<file path="src/hw/rtl/dbh_pkg.sv">
`timescale 1ns / 1ps
// Package for the multi-input debounce core: widths, register indexes, lane config type.
// No dependencies.
package dbh_pkg;

    localparam int unsigned LANES_MAX  = 8;
    localparam int unsigned CNT_W      = 8;
    localparam int unsigned CFG_IDX_W  = 3;
    localparam int unsigned CFG_DATA_W = 64;

    typedef enum logic [CFG_IDX_W-1:0] {
        REG_COUNT_LIMITS   = 3'd0,
        REG_ON_THRESHOLDS  = 3'd1,
        REG_OFF_THRESHOLDS = 3'd2,
        REG_INVERT_MASK    = 3'd3
    } t_reg_idx;

    localparam logic [CFG_DATA_W-1:0] COUNT_LIMITS_RST   = 64'h0101_0101_0101_0101;
    localparam logic [CFG_DATA_W-1:0] ON_THRESHOLDS_RST  = 64'h0101_0101_0101_0101;
    localparam logic [CFG_DATA_W-1:0] OFF_THRESHOLDS_RST = 64'h0;
    localparam logic [LANES_MAX-1:0]  INVERT_MASK_RST    = 8'h0;

    typedef struct packed {
        logic [CNT_W-1:0] limit;
        logic [CNT_W-1:0] on_th;
        logic [CNT_W-1:0] off_th;
    } t_lane_cfg;

endpackage

</file>
<file path="src/hw/rtl/dbh_lane.sv">
`timescale 1ns / 1ps
// One debounce lane: saturating up/down counter with on/off hysteresis.
// Depends on dbh_pkg.
module dbh_lane (
    input  logic                i_clk,
    input  logic                i_rst_n,
    input  logic                i_step,
    input  logic                i_raw,
    input  dbh_pkg::t_lane_cfg  i_cfg,
    output logic                o_level_next
);

    logic [dbh_pkg::CNT_W-1:0] r_cnt;
    logic [dbh_pkg::CNT_W-1:0] n_cnt;
    logic                      r_level;
    logic                      n_level;

    always_comb begin
        n_cnt   = r_cnt;
        n_level = r_level;
        if (i_raw) begin
            if (r_cnt < i_cfg.limit) begin
                n_cnt = r_cnt + dbh_pkg::CNT_W'(1);
            end
            if (n_cnt >= i_cfg.on_th) begin
                n_level = 1'b1;
            end
        end else begin
            if (r_cnt != '0) begin
                n_cnt = r_cnt - dbh_pkg::CNT_W'(1);
            end
            if (n_cnt <= i_cfg.off_th) begin
                n_level = 1'b0;
            end
        end
    end

    always_ff @(posedge i_clk) begin
        if (!i_rst_n) begin
            r_cnt   <= '0;
            r_level <= 1'b0;
        end else if (i_step) begin
            r_cnt   <= n_cnt;
            r_level <= n_level;
        end
    end

    // Result of this tick is the updated level
    assign o_level_next = n_level;

endmodule

</file>
<file path="src/hw/rtl/dbh_merge.sv">
`timescale 1ns / 1ps
// Merge stage: applies invert mask to lane levels, packs the vector and
// buffers it in an output register plus skid register. Depends on dbh_pkg.
module dbh_merge #(
    parameter int unsigned NUM_LANES = 8
) (
    input  logic                          i_clk,
    input  logic                          i_rst_n,
    input  logic                          i_push,
    input  logic [NUM_LANES-1:0]          i_levels,
    input  logic [dbh_pkg::LANES_MAX-1:0] i_invert_mask,
    output logic                          o_full,
    output logic                          o_out_valid,
    input  logic                          i_out_ready,
    output logic [dbh_pkg::LANES_MAX-1:0] o_filtered_bits
);

    logic [dbh_pkg::LANES_MAX-1:0] w_result;
    logic                          r_out_valid;
    logic [dbh_pkg::LANES_MAX-1:0] r_out_data;
    logic                          r_skid_valid;
    logic [dbh_pkg::LANES_MAX-1:0] r_skid_data;
    logic                          w_pop;

    // Unused lanes read as zero, never inverted
    always_comb begin
        w_result = '0;
        for (int i = 0; i < NUM_LANES; i++) begin
            w_result[i] = i_levels[i] ^ i_invert_mask[i];
        end
    end

    assign w_pop = r_out_valid && i_out_ready;

    always_ff @(posedge i_clk) begin
        if (!i_rst_n) begin
            r_out_valid  <= 1'b0;
            r_skid_valid <= 1'b0;
        end else begin
            if (!r_out_valid || w_pop) begin
                if (r_skid_valid) begin
                    r_out_valid  <= 1'b1;
                    r_skid_valid <= 1'b0;
                end else begin
                    r_out_valid  <= i_push;
                end
            end else if (i_push) begin
                r_skid_valid <= 1'b1;
            end
        end
    end

    always_ff @(posedge i_clk) begin
        if (!r_out_valid || w_pop) begin
            if (r_skid_valid) begin
                r_out_data <= r_skid_data;
            end else if (i_push) begin
                r_out_data <= w_result;
            end
        end else if (i_push) begin
            r_skid_data <= w_result;
        end
    end

    assign o_full          = r_skid_valid;
    assign o_out_valid     = r_out_valid;
    assign o_filtered_bits = r_out_data;

endmodule

</file>
<file path="src/hw/rtl/multi_input_debounce_hysteresis_core.sv">
`timescale 1ns / 1ps
// Top level of the multi-input debounce core: config registers, lanes, merge.
// Depends on dbh_pkg, dbh_lane, dbh_merge.
//
// Usage:
//   Input channel (i_in_valid / o_in_ready / i_raw_bits): one transaction is one
//   sampling tick, bit i is the raw level of lane i.
//   Output channel (o_out_valid / i_out_ready / o_filtered_bits): one transaction
//   per input tick, in order, carrying the debounced and optionally inverted
//   levels. Lanes at or above NUM_LANES read as 0.
//   Config port: i_cfg_we writes i_cfg_data into register i_cfg_index
//   (0 count limits, 1 on thresholds, 2 off thresholds, 3 invert mask);
//   other indexes are ignored. Write only while no transaction is in flight.
//   Result: lane levels are computed combinationally and captured at the accepting
//   edge in the output register, or the skid register while the output is stalled.
//   Throughput: one tick per cycle while o_in_ready is high; each lane does one
//   count step and two compares per tick.
//   Stall: an output register and a skid register hold up to two results;
//   o_in_ready drops only when both are occupied.
//   Reset (synchronous, i_rst_n low): counters and levels clear, registers
//   return to their defaults, both output slots empty.
module multi_input_debounce_hysteresis_core #(
    parameter int unsigned NUM_LANES = 8
) (
    input  logic                            i_clk,
    input  logic                            i_rst_n,
    input  logic                            i_in_valid,
    output logic                            o_in_ready,
    input  logic [dbh_pkg::LANES_MAX-1:0]   i_raw_bits,
    output logic                            o_out_valid,
    input  logic                            i_out_ready,
    output logic [dbh_pkg::LANES_MAX-1:0]   o_filtered_bits,
    input  logic                            i_cfg_we,
    input  logic [dbh_pkg::CFG_IDX_W-1:0]   i_cfg_index,
    input  logic [dbh_pkg::CFG_DATA_W-1:0]  i_cfg_data
);

    logic [dbh_pkg::CFG_DATA_W-1:0] r_count_limits;
    logic [dbh_pkg::CFG_DATA_W-1:0] r_on_thresholds;
    logic [dbh_pkg::CFG_DATA_W-1:0] r_off_thresholds;
    logic [dbh_pkg::LANES_MAX-1:0]  r_invert_mask;
    logic                           w_full;
    logic                           w_accept;
    logic [NUM_LANES-1:0]           w_levels;

    always_ff @(posedge i_clk) begin
        if (!i_rst_n) begin
            r_count_limits   <= dbh_pkg::COUNT_LIMITS_RST;
            r_on_thresholds  <= dbh_pkg::ON_THRESHOLDS_RST;
            r_off_thresholds <= dbh_pkg::OFF_THRESHOLDS_RST;
            r_invert_mask    <= dbh_pkg::INVERT_MASK_RST;
        end else if (i_cfg_we) begin
            case (i_cfg_index)
                dbh_pkg::REG_COUNT_LIMITS:   r_count_limits   <= i_cfg_data;
                dbh_pkg::REG_ON_THRESHOLDS:  r_on_thresholds  <= i_cfg_data;
                dbh_pkg::REG_OFF_THRESHOLDS: r_off_thresholds <= i_cfg_data;
                dbh_pkg::REG_INVERT_MASK: begin
                    r_invert_mask <= i_cfg_data[dbh_pkg::LANES_MAX-1:0];
                end
                default: ;
            endcase
        end
    end

    assign o_in_ready = !w_full;
    assign w_accept   = i_in_valid && !w_full;

    for (genvar g = 0; g < NUM_LANES; g++) begin : g_lane
        dbh_pkg::t_lane_cfg w_cfg;

        assign w_cfg.limit  = r_count_limits[dbh_pkg::CNT_W*g +: dbh_pkg::CNT_W];
        assign w_cfg.on_th  = r_on_thresholds[dbh_pkg::CNT_W*g +: dbh_pkg::CNT_W];
        assign w_cfg.off_th = r_off_thresholds[dbh_pkg::CNT_W*g +: dbh_pkg::CNT_W];

        dbh_lane u_lane (
            .i_clk        (i_clk),
            .i_rst_n      (i_rst_n),
            .i_step       (w_accept),
            .i_raw        (i_raw_bits[g]),
            .i_cfg        (w_cfg),
            .o_level_next (w_levels[g])
        );
    end

    dbh_merge #(
        .NUM_LANES (NUM_LANES)
    ) u_merge (
        .i_clk           (i_clk),
        .i_rst_n         (i_rst_n),
        .i_push          (w_accept),
        .i_levels        (w_levels),
        .i_invert_mask   (r_invert_mask),
        .o_full          (w_full),
        .o_out_valid     (o_out_valid),
        .i_out_ready     (i_out_ready),
        .o_filtered_bits (o_filtered_bits)
    );

endmodule

</file>
<file path="config.mk">
export PLATFORM = sky130hd
export DESIGN_NAME = multi_input_debounce_hysteresis_core
export DESIGN_NICKNAME = d
export VERILOG_FILES = /design/src/hw/rtl/dbh_pkg.sv /design/src/hw/rtl/dbh_lane.sv /design/src/hw/rtl/dbh_merge.sv /design/src/hw/rtl/multi_input_debounce_hysteresis_core.sv
export SDC_FILE = /design/constraint.sdc
export NUM_CORES = 1
export LEC_CHECK = 0
export ABC_AREA = 1
export BUFFER_PORTS_ARGS = -buffer_cell sky130_fd_sc_hd__buf_2
export CORE_ASPECT_RATIO = 0.9
export CORE_MARGIN = 2
export CORE_UTILIZATION = 50
export CTS_CLUSTER_DIAMETER = 60
export DETAILED_ROUTE_END_ITERATION = 8
export PLACE_DENSITY = 0.67
export RECOVER_POWER = 100
export SYNTH_ARGS = -nofsm -noshare
export SYNTH_HDL_FRONTEND = slang
export SYNTH_SLANG_ARGS = --single-unit
</file>
<file path="constraint.sdc">
create_clock -name i_clk -period 3.3 [get_ports i_clk]
set_clock_uncertainty 0.05 [all_clocks]
set_input_delay 0.33 -clock i_clk [delete_from_list [all_inputs] [get_ports i_clk]]
set_output_delay 0.33 -clock i_clk [all_outputs]
set_load 0.02 [all_outputs]
</file>
# After elaboration in Yosys (flattened, before gate mapping)
# Index checks and enable logic that the tools add are counted.
dict set report word_totals {
  ff_bits 290
  inputBits 80
  output_inout_bits 10
  wordCells 166
}
dict set report classes {
  add_sub_neg 16
  order_cmp 24
  n_eq_ne 3
  muxes 67
  bitwise_logic 10
  reduce_logical 22
}
# operator n
set op_table {}
lappend op_table {{8-bit 2-to-1 mux} 42}
lappend op_table {{8-bit by 1-bit adder with 8-bit output, second input constant} 8}
lappend op_table {{8-bit greater-or-equal comparator} 8}
lappend op_table {{8-bit <= comparator} 8}
lappend op_table {{8-bit < comparator} 8}
lappend op_table {{8-bit nonzero test} 8}
lappend op_table {{8-bit by 1-bit subtractor with 8-bit output, second input constant} 8}
lappend op_table {{1-bit 2-to-1 mux} 25}
lappend op_table {{2-bit AND reduction} 6}
lappend op_table {{1-bit XOR} 8}
lappend op_table {{3-bit by 2-bit == test with 1-bit output, second input constant} 2}
lappend op_table {{3-bit by 1-bit == test with 1-bit output, second input constant} 1}
lappend op_table {{3-bit zero test} 1}
lappend op_table {{1-bit logical AND} 2}
lappend op_table {{1-bit zero test} 2}
lappend op_table {{1-bit inverter} 2}
lappend op_table {{2-bit nonzero test} 1}
lappend op_table {{2-bit OR reduction} 1}
lappend op_table {{1-bit logical OR} 1}

# Longest topological paths before layout
# Gate-level depths: netlist (run 1).
dict set report depth {
  ltp_word 9
  ltp_mapped 24
  depth_no_buf 24
}

# By module
# A second synthesis (run 1) with hierarchy kept.
dict set report unflattened {
  hier_cells 3354
  hier_area_um2 21061.4
}
# mod instances cells_per_inst area_each_um2 seq_area_each_um2
set by_module_without_submodules {}
lappend by_module_without_submodules {dbh_lane 8 263 1522.7 180.2}
lappend by_module_without_submodules {multi_input_debounce_hysteresis_core 1 1155 8015.2 4003.8}
lappend by_module_without_submodules {dbh_merge 1 95 864.6 520.5}

# Worst setup path after synthesis (run 1)
# Ideal clock, no wire load.
dict set report synth_path {
  path_type {flip-flop to flip-flop}
  from {register g_lane[2].u_lane.r_cnt[6] (netlist name)}
  to {register u_merge.r_skid_data[2] (netlist name), data pin}
  setup_time_ns 0.255
  t_arrival_ns 2.244
  required_ns 2.995
  slack_ns 0.751
  stages_incl_launch_ff 20
  path_buffers 0
  period_less_slack_ns 2.549
  path_cell_list {dfxtp_1 ha_1 nand2_1 inv_1 nand2_1 nand2_1 inv_1 nand2_1 nand2_1 and2_1 ha_1 o21ai_0 nand2_1 nand2_1 nand2_1 nand2_1 nand2_1 nand2_1 nand3_1 and2_1}
}
dict set report synth_via {
  elab_chain_cells 7
  word_cells_on_any_way 14
  cone_classes {add/sub (2); order compare (3); mux (7); bitwise (1); reduce/logical (1)}
}
# element line
set synth_rtl {}
lappend synth_rtl {{start, declared} dbh_lane.sv:13} ;# logic [dbh_pkg::CNT_W-1:0] r_cnt;
lappend synth_rtl {{start signal, assigned} dbh_lane.sv:43} ;# r_cnt <= n_cnt;
lappend synth_rtl {{8-bit by 1-bit subtractor with 8-bit output (tied with other cells)} dbh_lane.sv:30} ;# n_cnt = r_cnt - dbh_pkg::CNT_W'(1);
lappend synth_rtl {{8-bit 2-to-1 mux (on tied branches)} {dbh_lane.sv:29, dbh_lane.sv:22}}
lappend synth_rtl {{8-bit 2-to-1 mux} dbh_lane.sv:21} ;# if (i_raw) begin
lappend synth_rtl {{8-bit <= comparator or 8-bit greater-or-equal comparator (tied branches)} {dbh_lane.sv:32, dbh_lane.sv:25}}
lappend synth_rtl {{1-bit 2-to-1 mux (on tied branches)} {dbh_lane.sv:32, dbh_lane.sv:25}}
lappend synth_rtl {{1-bit 2-to-1 mux (*)} dbh_lane.sv:21}
lappend synth_rtl {{1-bit XOR (*)} dbh_merge.sv:29} ;# w_result[i] = i_levels[i] ^ i_invert_mask[i];
lappend synth_rtl {{net u_merge.w_result, one bit} dbh_merge.sv:18} ;# logic [dbh_pkg::LANES_MAX-1:0] w_result;
lappend synth_rtl {{end signal, assigned} dbh_merge.sv:61} ;# r_skid_data <= w_result;
lappend synth_rtl {{end, declared} dbh_merge.sv:22} ;# logic [dbh_pkg::LANES_MAX-1:0] r_skid_data;
# The timed path passes the listed nets; every way through them passes the cells marked *. The select of a mux whose other input is x is not followed.
# A chain may end at the register's enable or synchronous reset.

# Final worst setup path (run 1)
dict set report layout_path {
  from {register u_merge.r_skid_valid (netlist: u_merge.o_full)}
  to {register g_lane[5].u_lane.r_cnt[4] (netlist name)}
}
dict set report layout_via {
  elab_chain_cells 2
}
# element line
set layout_rtl {}
lappend layout_rtl {{start, declared} dbh_merge.sv:21} ;# logic r_skid_valid;
lappend layout_rtl {{start signal, assigned} dbh_merge.sv:38} ;# r_skid_valid <= 1'b0;
lappend layout_rtl {{start signal, assigned} dbh_merge.sv:43} ;# r_skid_valid <= 1'b0;
lappend layout_rtl {{start signal, assigned} dbh_merge.sv:48} ;# r_skid_valid <= 1'b1;
lappend layout_rtl {{1-bit zero test} multi_input_debounce_hysteresis_core.sv:66} ;# assign w_accept = i_in_valid && !w_full;
lappend layout_rtl {{1-bit logical AND} multi_input_debounce_hysteresis_core.sv:66}
lappend layout_rtl {{end signal, assigned} dbh_lane.sv:43}
lappend layout_rtl {{end, declared} dbh_lane.sv:13}
# No other way between the ends.

==> reports/qor.yml, run 1 <==
r2r_start: "u_merge.o_full$_SDFFE_PP0P_"
synth_cells: 2940
crit_path_top_delay_cell: "buf_2"
diodes: 0
max_stage_delay_ps: 920
r2r_end: "g_lane[5].u_lane.r_cnt[4]$_SDFFE_PN0P_"
ir_worst_vdd_v: 0.0003289
die_y_um: 190.6
fmax_ghz: 0.3250
boundaryPins: 90
finalHoldViolCount: 0
drive_above_1_share_pct: 7.269
min-delay-start: "i_cfg_data[0]"
syn_area_um2: 19350
status: "finished, violations left"
gr-total-overflow: 0
initial_core_util_pct: 50.53
cts-buffers-inserted: 37
yosys_warnings: 0
syn-num-nets: 3221
gp_congestion: 0.9210
leakage_nw: 10.52
final_cell_count_no_fill: 3503
vias_per_cell: 5.239
grt_pass1_vias: 17060
cap_violations: 1
cts.clk_slew.worst_paths_ps: 60
antenna_found_initial: 1
setup-tns-final_ps: 0
failed_checks: "max-capacitance violations, max-slew violations"
critical_path_required_ps: 3650
hold_class: "in2reg"
crit_path_max_fanout: 46
crit_chain: "clkbuf_1 -> nor2_1 -> clkinvlp_2 -> buf_2 -> a21oi_1 -> nand2_1 -> a21oi_1"
yosysTopAreaCell: "dfxtp_1"
post_drt_wl_per_cell_um: 15.10
rsz0062_at_grt: "false"
h-tree-depth: 2
post-synth-top-area-fraction_pct: 28.35
grt_pass1_wl_um: 85980
yosys-top-cells-count: "747 x nand2_1, 473 x inv_1, 345 x a21oi_1"
firstDrtPassIters: 7
drv_slew: 56
synth-seq-cells: 290
max_slew.worst_pin.slew_ps: 2463
die_area_um2: 40290
syn_area_per_cell_um2: 6.581
cts_sinks: 290
drc: 0
critPathKind: "reg2reg"
wl_um: 52900
grt.total_usage_pct: 26.43
detailroute.via_count: 18353
drt_iter0_markers: 1270
slew_headroom_pct: -64.17
dp.cells: 3433
regToRegSetupSlack_ps: 220
ys_seq_area_share_pct: 30.83
numPortBuffers: 89
synth_edf_count: 16
fillCellCount: 3827
reg2reg_depth: 7
powerDensity_nw_per_um2: 611.3
synth_most_common_cell: "nand2_1"
hold-path-endpoint: "r_on_thresholds[0]$_SDFFE_PN1P_"
setup_viol: 0
clk_latency_ps: 540
crit_top_cell: "a21oi_1"
p_total_mw: 13.04
synthToLayoutAreaGrowth_pct: 10.26
dp_hpwl_um: 38190
synthFlopType: "dfxtp_1"
cts_tree: "built"
core_um2: 38290
period_needed_ps: 3077
endpoint_kind: "flop"
async_reset_ff_share_pct: 0
row_count: 68
grt_max_degree: 92
final_nets: 3268
synth_cell_types: 39
cp-start-kind: "flop"
critPathArrivalTime_ps: 3430
synthTopCellsByArea: "dfxtp_1 28%, nand2_1 14%, ha_1 13%, inv_1 9.2%, a21oi_1 8.9%"
min_period_over_period_pct: 93.24
cts_root_buf: "clkbuf_16"
die_x_um: 211.4
hold_depth: 3
final_antenna_net_count: 0
clockBufferDepth: 3
## kinds of logic after synthesis
kind of cell	count (synthesis)	synth area share, %
flops	290	30.83
simple gates	1202	26.39
compound gates	609	16.07
buf+inv	607	12.30
xor+xnor	31	1.403
fa+ha+maj	201	13.00
## power by group
part	internal (mW)	switching [mW]	total [mW]	leakage (nW)
clock	2.52	1.59	4.11	0.594
combinational	1.79	3.09	4.88	7.54
sequential	3.80	0.242	4.04	2.39
total	8.11	4.93	13.0	10.5
## stage by stage
step | hold slack (ps) | area [um^2] | worst slack (ps) | utilization, %
after floorplan | 379.2 | 19350 | 751.2 | -
after global placement | 393.2 | 20150 | 300.4 | 52.63
after detailed placement | 399.0 | 20150 | 255.1 | 52.63
after CTS | 5.746 | 21420 | 232.0 | 55.95
after global routing | 19.40 | 21330 | 15.00 | 55.72
final | 33.37 | 21330 | 223.0 | 55.72
## worst max-delay path, delay by kind of cell, from the launching register on
kind	cells	cell delay, ps
buf+inv	3	1950
simple gates	2	310
flops	1	450
compound gates	2	160
## per-layer routing
layer | part of all wire, % | global-route usage (%) | vias to the layer above
met1 | 48 | 37.12 | 8374
met5 | 0 | 0 | -
met2 | 44 | 42.22 | 424
met3 | 5.7 | 3.903 | 64
li1 | - | - | 9491
met4 | 2.1 | 7.367 | 0
## timing repair
item | 4_1_cts | 5_1_grt
hold endpoints to repair | 8 | 0
resized for setup | 0 | 5
buffers inserted | 0 | 0
hold buffers | 5 | 0
setup endpoints to repair | 0 | 7
## cells in the final DEF (no fill, tap or decap), types with 4 or more instances in the layout
cell and count:
nand2_2 14, and2_1 13, and2_0 7, clkinv_2 6, inv_2 19, dlygate4sd3_1 5
nor2_1 145, nor2_2 6, a31oi_1 5, o21a_1 8, a21oi_1 345, bufinv_16 4
xor2_1 29, buf_2 80, o21ai_0 235, edfxtp_1 16, ha_1 201, nand3b_1 7
a21o_1 11, nand2_1 746, dfxtp_1 272, buf_4 14, clkbuf_1 24, inv_1 471
clkbuf_8 4, nand3_1 220, clkbuf_16 38, nand4_1 21, nand3_2 5
## sequential cells by signal, indices dropped and copies added, names as in the netlist
name and flops:
r_on_thresholds 64, g_lane.u_lane.r_level 8, u_merge.r_skid_data 8, u_merge.o_out_valid 1, r_count_limits 64, u_merge.o_full 1, u_merge.o_filtered_bits 8, r_off_thresholds 64
r_invert_mask 8, g_lane.u_lane.r_cnt 64
## worst max path at each step
stage                                                 startpoint                                     end
after detailed placement  g_lane[6].u_lane.r_cnt[5]$_SDFFE_PN0P_        u_merge.r_skid_data[6]$_DFFE_PP_
final                                u_merge.o_full$_SDFFE_PP0P_  g_lane[5].u_lane.r_cnt[4]$_SDFFE_PN0P_
after CTS                 g_lane[6].u_lane.r_cnt[5]$_SDFFE_PN0P_        u_merge.r_skid_data[6]$_DFFE_PP_
after global placement    g_lane[6].u_lane.r_cnt[5]$_SDFFE_PN0P_        u_merge.r_skid_data[6]$_DFFE_PP_
after global routing      g_lane[6].u_lane.r_cnt[7]$_SDFFE_PN0P_    u_merge.o_filtered_bits[6]$_DFFE_PP_
after floorplan           g_lane[2].u_lane.r_cnt[6]$_SDFFE_PN0P_        u_merge.r_skid_data[2]$_DFFE_PP_
## area by class of cell
type,instances,area (um^2),area share [%]
Tap cell,490,613.1,2.874
Inverter,496,1868,8.757
Sequential cell,290,5968,27.98
Clock inverter,13,177.7,0.8328
Clock buffer,52,1044,4.891
Timing Repair Buffer,119,675.6,3.167
Multi-Input combinational cell,2043,10990,51.50
Note: power is estimated with default switching activity, not from simulation.
==> run 2, diff against run 1 <==
clock period = 3.2 ns   (was 3.3 ns; I/O delays follow)
==> run 2 against run 1 <==
  * The run still ends with max-capacitance violations, max-slew violations left
  * Cell count grew 0.34%
  * Sequential power is 3% higher
  * Non-clock buffer count rose by 10
  * First-iteration DRC count shrank 9.4%
  * Combinational power grew 4%
  * Final area grew 0.50%
  * Register-to-register slack worse by 60 ps
  * Wire length about the same
  * Die area stayed put
  * Utilization up 0.28 points
  * Sequential share of layout area decreased by 0.092 points
  * Worst setup slack worse by 57 ps
  * Largest cell class unchanged
  * Largest power group unchanged
==> reports/qor.yml, run 2 (synthesis gave the netlist of run 1 again) <==
hold_class: "in2reg"  # unchanged
regToRegSetupSlack_ps: 170  # was 220 ps
setup_viol: 0  # unchanged
grt_pass1_wl_um: 86350  # was 85980 um
final_common_cell: "nand2_1"  # unchanged
cts_setup_buffers: 0  # unchanged
finalHoldViolCount: 0  # unchanged
dp_hpwl_um: 37670  # was 38190 um
antenna_found_initial: 0  # was 1
period_needed_ps: 3034  # was 3077 ps
clk_latency_ps: 560  # was 540 ps
cts.clk_slew.worst_paths_ps: 60  # about the same
min_period_over_period_pct: 94.81  # was 93.24%
h-tree-depth: 2  # unchanged
cts_root_buf: "clkbuf_16"  # unchanged
grt_pass1_vias: 17241  # was 17.06k
cap_violations: 2  # was 1
regArea_um2: 5978  # was 5968 um^2
vias_per_cell: 5.247  # was 5.239
reg2reg_depth: 7  # unchanged
slew_headroom_pct: -31.38  # was -64.17%
cp-start-kind: "flop"  # unchanged
die_y_um: 190.6  # unchanged
failed_checks: "max-capacitance violations, max-slew violations"  # unchanged
hold_depth: 3  # unchanged
max_stage_delay_ps: 1230  # was 920 ps
gr-total-overflow: 0  # unchanged
die_area_um2: 40290  # unchanged
final_nets: 3278  # was 3268
crit_path_top_delay_cell: "clkbuf_2"  # was buf_2
critPathKind: "reg2reg"  # unchanged
crit_chain: "clkbuf_1 -> nor2_1 -> clkinvlp_2 -> clkbuf_2 -> a21oi_1 -> nand2_1 -> a21oi_1"  # was clkbuf_1 -> nor2_1 -> clkinvlp_2 -> buf_2 -> a21oi_1 -> nand2_1 -> a21oi_1
drive_above_1_share_pct: 8.000  # was 7.269%
grt_max_degree: 201  # was 92
status: "finished, violations left"  # unchanged
r2r_start: "u_merge.o_full$_SDFFE_PP0P_"  # unchanged
cp_num_buf_inv: 3  # unchanged
ir_worst_vdd_v: 0.0004026  # was 0.0003289 V
path_depth: 7  # unchanged
multi_input_area_um2: 11000  # was 10990 um^2
numPortBuffers: 89  # unchanged
critPathArrivalTime_ps: 3420  # was 3430 ps
crit_top_cell: "a21oi_1"  # unchanged
r2r_end: "g_lane[1].u_lane.r_cnt[4]$_SDFFE_PN0P_"  # was g_lane[5].u_lane.r_cnt[4]$_SDFFE_PN0P_
die_x_um: 211.4  # unchanged
cts-buffers-inserted: 37  # unchanged
setup-tns-final_ps: 0  # unchanged
gp_congestion: 0.9237  # was 0.9210
drt_iter0_markers: 1151  # was 1270
detailroute.via_count: 18444  # was 18.35k
core_um2: 38290  # unchanged
powerDensity_nw_per_um2: 630.0  # was 611.3 nW/um^2
path_delay_family: "buffers and inverters"  # unchanged
synthToLayoutAreaGrowth_pct: 10.81  # was 10.26%
boundaryPins: 90  # unchanged
firstDrtPassIters: 5  # was 7
dp_slack_ps: 168.8  # was 255.1 ps
startpoint: "u_merge.o_full$_SDFFE_PP0P_"  # unchanged
endpoint_kind: "flop"  # unchanged
grt.total_usage_pct: 26.60  # was 26.43%
clockBufferDepth: 3  # unchanged
fmax_ghz: 0.3296  # was 0.3250 GHz
fillCellCount: 3871  # was 3827
drc: 0  # unchanged
rsz0062_at_grt: "false"  # unchanged
final_cell_mix: "746 x nand2_1, 469 x inv_1, 345 x a21oi_1, 264 x dfxtp_1, 233 x o21ai_0"  # was 746 x nand2_1, 471 x inv_1, 345 x a21oi_1, 272 x dfxtp_1, 235 x o21ai_0
cts_tree: "built"  # unchanged
drv_slew: 188  # was 56
fin_ws_ps: 166.2  # was 223.0 ps
wl_um: 52870  # was 52900 um
leakage_nw: 10.58  # was 10.52 nW
cts_sinks: 290  # unchanged
crit_path_max_fanout: 69  # was 46
final_core_util_pct: 56.00  # was 55.72%
post_drt_wl_per_cell_um: 15.04  # was 15.10 um
critical_path_required_ps: 3580  # was 3650 ps
row_count: 68  # unchanged
diodes: 0  # unchanged
max_slew.worst_pin.slew_ps: 1968  # was 2463 ps
initial_core_util_pct: 50.53  # unchanged
final_antenna_net_count: 0  # unchanged
crit_path_end: "g_lane[1].u_lane.r_cnt[4]$_SDFFE_PN0P_"  # was g_lane[5].u_lane.r_cnt[4]$_SDFFE_PN0P_
==> run 2: metrics by stage <==
step           power (mW)  instances  hold WS (ps)  cell area [um^2]
3_5_place_dp        9.235       3439         401.5             20200
4_1_cts             13.57       3515         5.267             21520
2_1_floorplan       7.985       2940         379.2             19350
5_1_grt             14.61       3515         18.93             21440
6_report            13.51       3515         24.31             21440
3_3_place_gp        9.084       3439         394.5             20200
==> run 2: power by group <==
group	total, mW	switching, mW	internal, mW
clock network	4.28	1.73	2.55
logic	5.07	3.21	1.86
registers	4.15	0.235	3.92
==> run 2: final cells by class <==
class,instances,area share (%)
Inverter,496,8.701
Sequential cell,290,27.88
Clock buffer,48,4.850
Timing Repair Buffer,129,3.525
Multi-Input combinational cell,2043,51.29
Tap cell,490,2.860
Clock inverter,19,0.8871
==> run 2: worst min path at each step <==
stage,from,end,slack (ps)
floorplan,r_count_limits[0]$_SDFFE_PN1P_,r_count_limits[0]$_SDFFE_PN1P_,380
global placement,r_count_limits[5]$_SDFFE_PN0P_,r_count_limits[5]$_SDFFE_PN0P_,390
CTS,i_cfg_data[30],r_off_thresholds[30]$_SDFFE_PN0P_,5
global route,i_cfg_data[43],r_on_thresholds[43]$_SDFFE_PN0P_,20
detailed placement,r_off_thresholds[63]$_SDFFE_PN0P_,r_off_thresholds[63]$_SDFFE_PN0P_,400
finish,i_cfg_data[18],r_on_thresholds[18]$_SDFFE_PN0P_,20
==> run 2: worst reg2reg max path: stages, from the launching register on <==
cell	delay, ps
dfxtp_1	460
clkbuf_1	500
nor2_1	160
clkinvlp_2	130
clkbuf_2	1230
a21oi_1	170
nand2_1	150
a21oi_1	60
==> run 2: routing by layer <==
| metal | wire [um] | part of all wire [%] | global-route usage [%] | vias to the layer above |
|---|---|---|---|---|
| met2 | 23040 | 44 | 41.89 | 467 |
| li1 | - | - | - | 9538 |
| met1 | 25380 | 48 | 36.81 | 8355 |
| met5 | 0 | 0 | 0 | - |
| met3 | 3303 | 6.2 | 5.056 | 84 |
| met4 | 1156 | 2.2 | 8.234 | 0 |
==> run 2: timing repair <==
action | in CTS | in global routing
hold buffers | 9 | 0
endpoints found under the setup margin | 0 | 14
resized for setup | 0 | 16
endpoints found under the hold margin | 19 | 0
==> run 3, diff against run 2 <==
--- a/config.mk
+++ b/config.mk
@@ -9,8 +9,8 @@
 export BUFFER_PORTS_ARGS = -buffer_cell sky130_fd_sc_hd__buf_2
+export CAP_MARGIN = 25
 export CORE_ASPECT_RATIO = 0.9
 export CORE_MARGIN = 2
-export CORE_UTILIZATION = 50
+export CORE_UTILIZATION = 39
 export CTS_CLUSTER_DIAMETER = 60
 export DETAILED_ROUTE_END_ITERATION = 8
-export PLACE_DENSITY = 0.67
 export RECOVER_POWER = 100
==> constraint.sdc (replaced) <==
create_clock -name i_clk -period 3.2 [get_ports i_clk]
set_clock_uncertainty 0.05 [all_clocks]
set_input_delay 0.48 -clock i_clk [delete_from_list [all_inputs] [get_ports i_clk]]
set_output_delay 0.48 -clock i_clk [all_outputs]
set_load 0.02 [all_outputs]
==> run 3 against run 2 <==
  * The run still ends with max-capacitance violations, max-slew violations left
  * Largest power group unchanged
  * Combinational power about the same
  * Largest cell class unchanged
  * Worst hold slack better by 90 ps
  * Flip-flop and latch count did not move
  * Power rose by 3.8%
  * Global-route usage down 5.1 points
  * Sequential power hardly changed
  * Critical endpoint is now u_merge.r_skid_data[3]$_DFFE_PP_
  * Clock power up 12%
  * Maximum frequency rose by 0.98%
  * Cell count is 4.2% higher
  * Critical path type unchanged
==> reports/qor.yml, run 3 (synthesis gave the netlist of run 1 again) <==
setup_viol: 0  # unchanged
dp_slack_ps: 73.73  # was 168.8 ps
antenna_found_initial: 2  # was 0
met2WireLength_um: 24120  # was 23040 um
critical_path_required_ps: 3460  # was 3580 ps
endpoint_kind: "flop"  # unchanged
vias_per_cell: 5.052  # was 5.247
clk_latency_ps: 550  # was 560 ps
leakage_nw: 10.66  # was 10.58 nW
setup-tns-final_ps: 0  # unchanged
cts-buffers-inserted: 40  # was 37
core_um2: 49040  # was 38290 um^2
final_antenna_net_count: 0  # unchanged
grt.total_usage_pct: 21.53  # was 26.60%
dp_hpwl_um: 40200  # was 37670 um
fmax_ghz: 0.3328  # was 0.3296 GHz
grt_max_degree: 89  # was 201
drt-met1-wl_um: 27010  # was 25380 um
fin_ws_ps: 195.6  # was 166.2 ps
boundaryPins: 90  # unchanged
clockBufferDepth: 3  # unchanged
dp.cells: 3588  # was 3439
top_layer: "met5"  # was met4
multi_input_area_um2: 10990  # was 11000 um^2
seqPwrFrac_pct: 29.7  # was 30.8%
drive_above_1_share_pct: 8.091  # was 8.000%
die_x_um: 238.8  # was 211.4 um
post_drt_wl_per_cell_um: 15.10  # was 15.04 um
synthToLayoutAreaGrowth_pct: 12.33  # was 10.81%
critPathKind: "reg2reg"  # unchanged
drc: 0  # unchanged
period_needed_ps: 3004  # was 3034 ps
numPortBuffers: 89  # unchanged
min_period_over_period_pct: 93.89  # was 94.81%
status: "finished, violations left"  # unchanged
cts_sinks: 290  # unchanged
wl_um: 55270  # was 52870 um
max_slew.worst_pin.slew_ps: 1940  # was 1968 ps
firstDrtPassIters: 6  # was 5
die_area_um2: 51410  # was 40290 um^2
hold_class: "in2reg"  # unchanged
final_nets: 3279  # was 3278
row_count: 77  # was 68
cts_setup_buffers: 0  # unchanged
finalHoldViolCount: 0  # unchanged
h-tree-depth: 2  # unchanged
gr-total-overflow: 0  # unchanged
cts_tree: "built"  # unchanged
final_common_cell: "nand2_1"  # unchanged
power_switching_mw: 5.227  # was 5.174 mW
p_total_mw: 14.02  # was 13.51 mW
fillCellCount: 5118  # was 3871
gp_congestion: 0.9643  # was 0.9237
regArea_um2: 5977  # was 5978 um^2
cts_root_buf: "clkbuf_16"  # unchanged
clkPwrFrac_pct: 34.1  # was 31.7%
ir_worst_vdd_v: 0.0003939  # was 0.0004026 V
crit_path_max_fanout: 8  # was 69
switching_share_pct: 37.29  # was 38.31%
drt_iter0_markers: 1298  # was 1151
detailroute.via_count: 18494  # was 18.44k
critPathArrivalTime_ps: 3260  # was 3420 ps
drv_slew: 244  # was 188
place_area_um2: 20420  # was 20200 um^2
wl_met3_um: 2946  # was 3303 um
cap_violations: 4  # was 2
failed_checks: "max-capacitance violations, max-slew violations"  # unchanged
final_cell_mix: "747 x nand2_1, 472 x inv_1, 346 x a21oi_1, 265 x dfxtp_1, 235 x o21ai_0"  # was 746 x nand2_1, 469 x inv_1, 345 x a21oi_1, 264 x dfxtp_1, 233 x o21ai_0
grt_pass1_vias: 17526  # was 17.24k
initial_core_util_pct: 39.45  # was 50.53%
final_cell_count_no_fill: 3661  # was 3515
die_y_um: 215.3  # was 190.6 um
rsz0062_at_grt: "false"  # unchanged
cp-start-kind: "flop"  # unchanged
power_frac_comb_pct: 36.2  # was 37.6%
slew_headroom_pct: -29.32  # was -31.38%
cts.clk_slew.worst_paths_ps: 60  # about the same
p_int_mw: 8.790  # was 8.332 mW
grt_pass1_wl_um: 89760  # was 86350 um
fin_area_um2: 21730  # was 21440 um^2
powerDensity_nw_per_um2: 644.9  # was 630.0 nW/um^2
## run 3: cell count changes in the layout (fill, tap and decap cells not counted), moves of 3 or more
cell / previous run / this run
inv_1: 469 / 472
dlygate4sd3_1: 9 / 0
clkinv_4: 0 / 3
nor2_2: 7 / 4
bufinv_16: 3 / 7
inv_2: 22 / 19
buf_4: 19 / 26
## run 3: power groups by stage
stage	Sequential, mW	Clock [mW]	Combinational, mW
floorplan	4.18	0	3.80
global placement	4.22	0	4.95
detailed placement	4.23	0	5.07
CTS	4.15	4.90	5.09
global route	4.18	5.05	5.90
finish	4.16	4.78	5.08
## run 3: final timing paths
check / startpoint / end / slack, ps / cells past startpoint
worst max-delay path: g_lane[3].u_lane.r_cnt[7]$_SDFFE_PN0P_ / u_merge.r_skid_data[3]$_DFFE_PP_ / 200 / 17
worst min-delay path: i_cfg_data[24] / r_on_thresholds[24]$_SDFFE_PN1P_ / 110 / 3
worst max register to register: g_lane[3].u_lane.r_cnt[7]$_SDFFE_PN0P_ / u_merge.r_skid_data[3]$_DFFE_PP_ / 200 / 17
worst min register to register: r_count_limits[3]$_SDFFE_PN0P_ / r_count_limits[3]$_SDFFE_PN0P_ / 400 / 2
## run 3: metrics by stage
| stage | hold WS, ps | utilization, % |
|---|---|---|
| after detailed placement | 401.0 | 41.64 |
| final | 114.8 | 44.32 |
| after floorplan | 379.2 | - |
| after CTS | 88.24 | 44.52 |
| after global routing | 113.9 | 44.31 |
| after global placement | 392.5 | 41.64 |
## run 3: critical path: stages (launching register included)
cell and delay, ps:
dfxtp_2 350, ha_1 320, a21oi_1 240, nand2_1 140
inv_2 180, nand2_4 110, nand2_1 90, and2_1 170
ha_1 230, o21ai_0 160, nand2_1 80, nand2_1 60
nand2_1 80, nand2_1 70, nand2_1 80, nand2_1 100
nand3_1 80, and2_1 160
## run 3: what timing repair did
action | CTS | global route
setup endpoints to repair | 0 | 15
resized for setup | 0 | 16
hold buffers | 0 | 0
hold endpoints to repair | 0 | 0
## run 3: final cells by class
cell class                      instances  share of cell area, %
Clock buffer                           50                  5.060
Timing Repair Buffer                  127                  3.201
Inverter                              496                  8.595
Tap cell                              632                  3.638
Antenna cell                            1                0.01151
Multi-Input combinational cell       2043                  50.55
Clock inverter                         22                  1.445
Sequential cell                       290                  27.50
## run 3: layer usage
metal,GRT usage [%],vias up
met5,0,-
met4,6.021,2
met3,3.070,80
met2,34.44,438
met1,30.09,8428
li1,-,9546
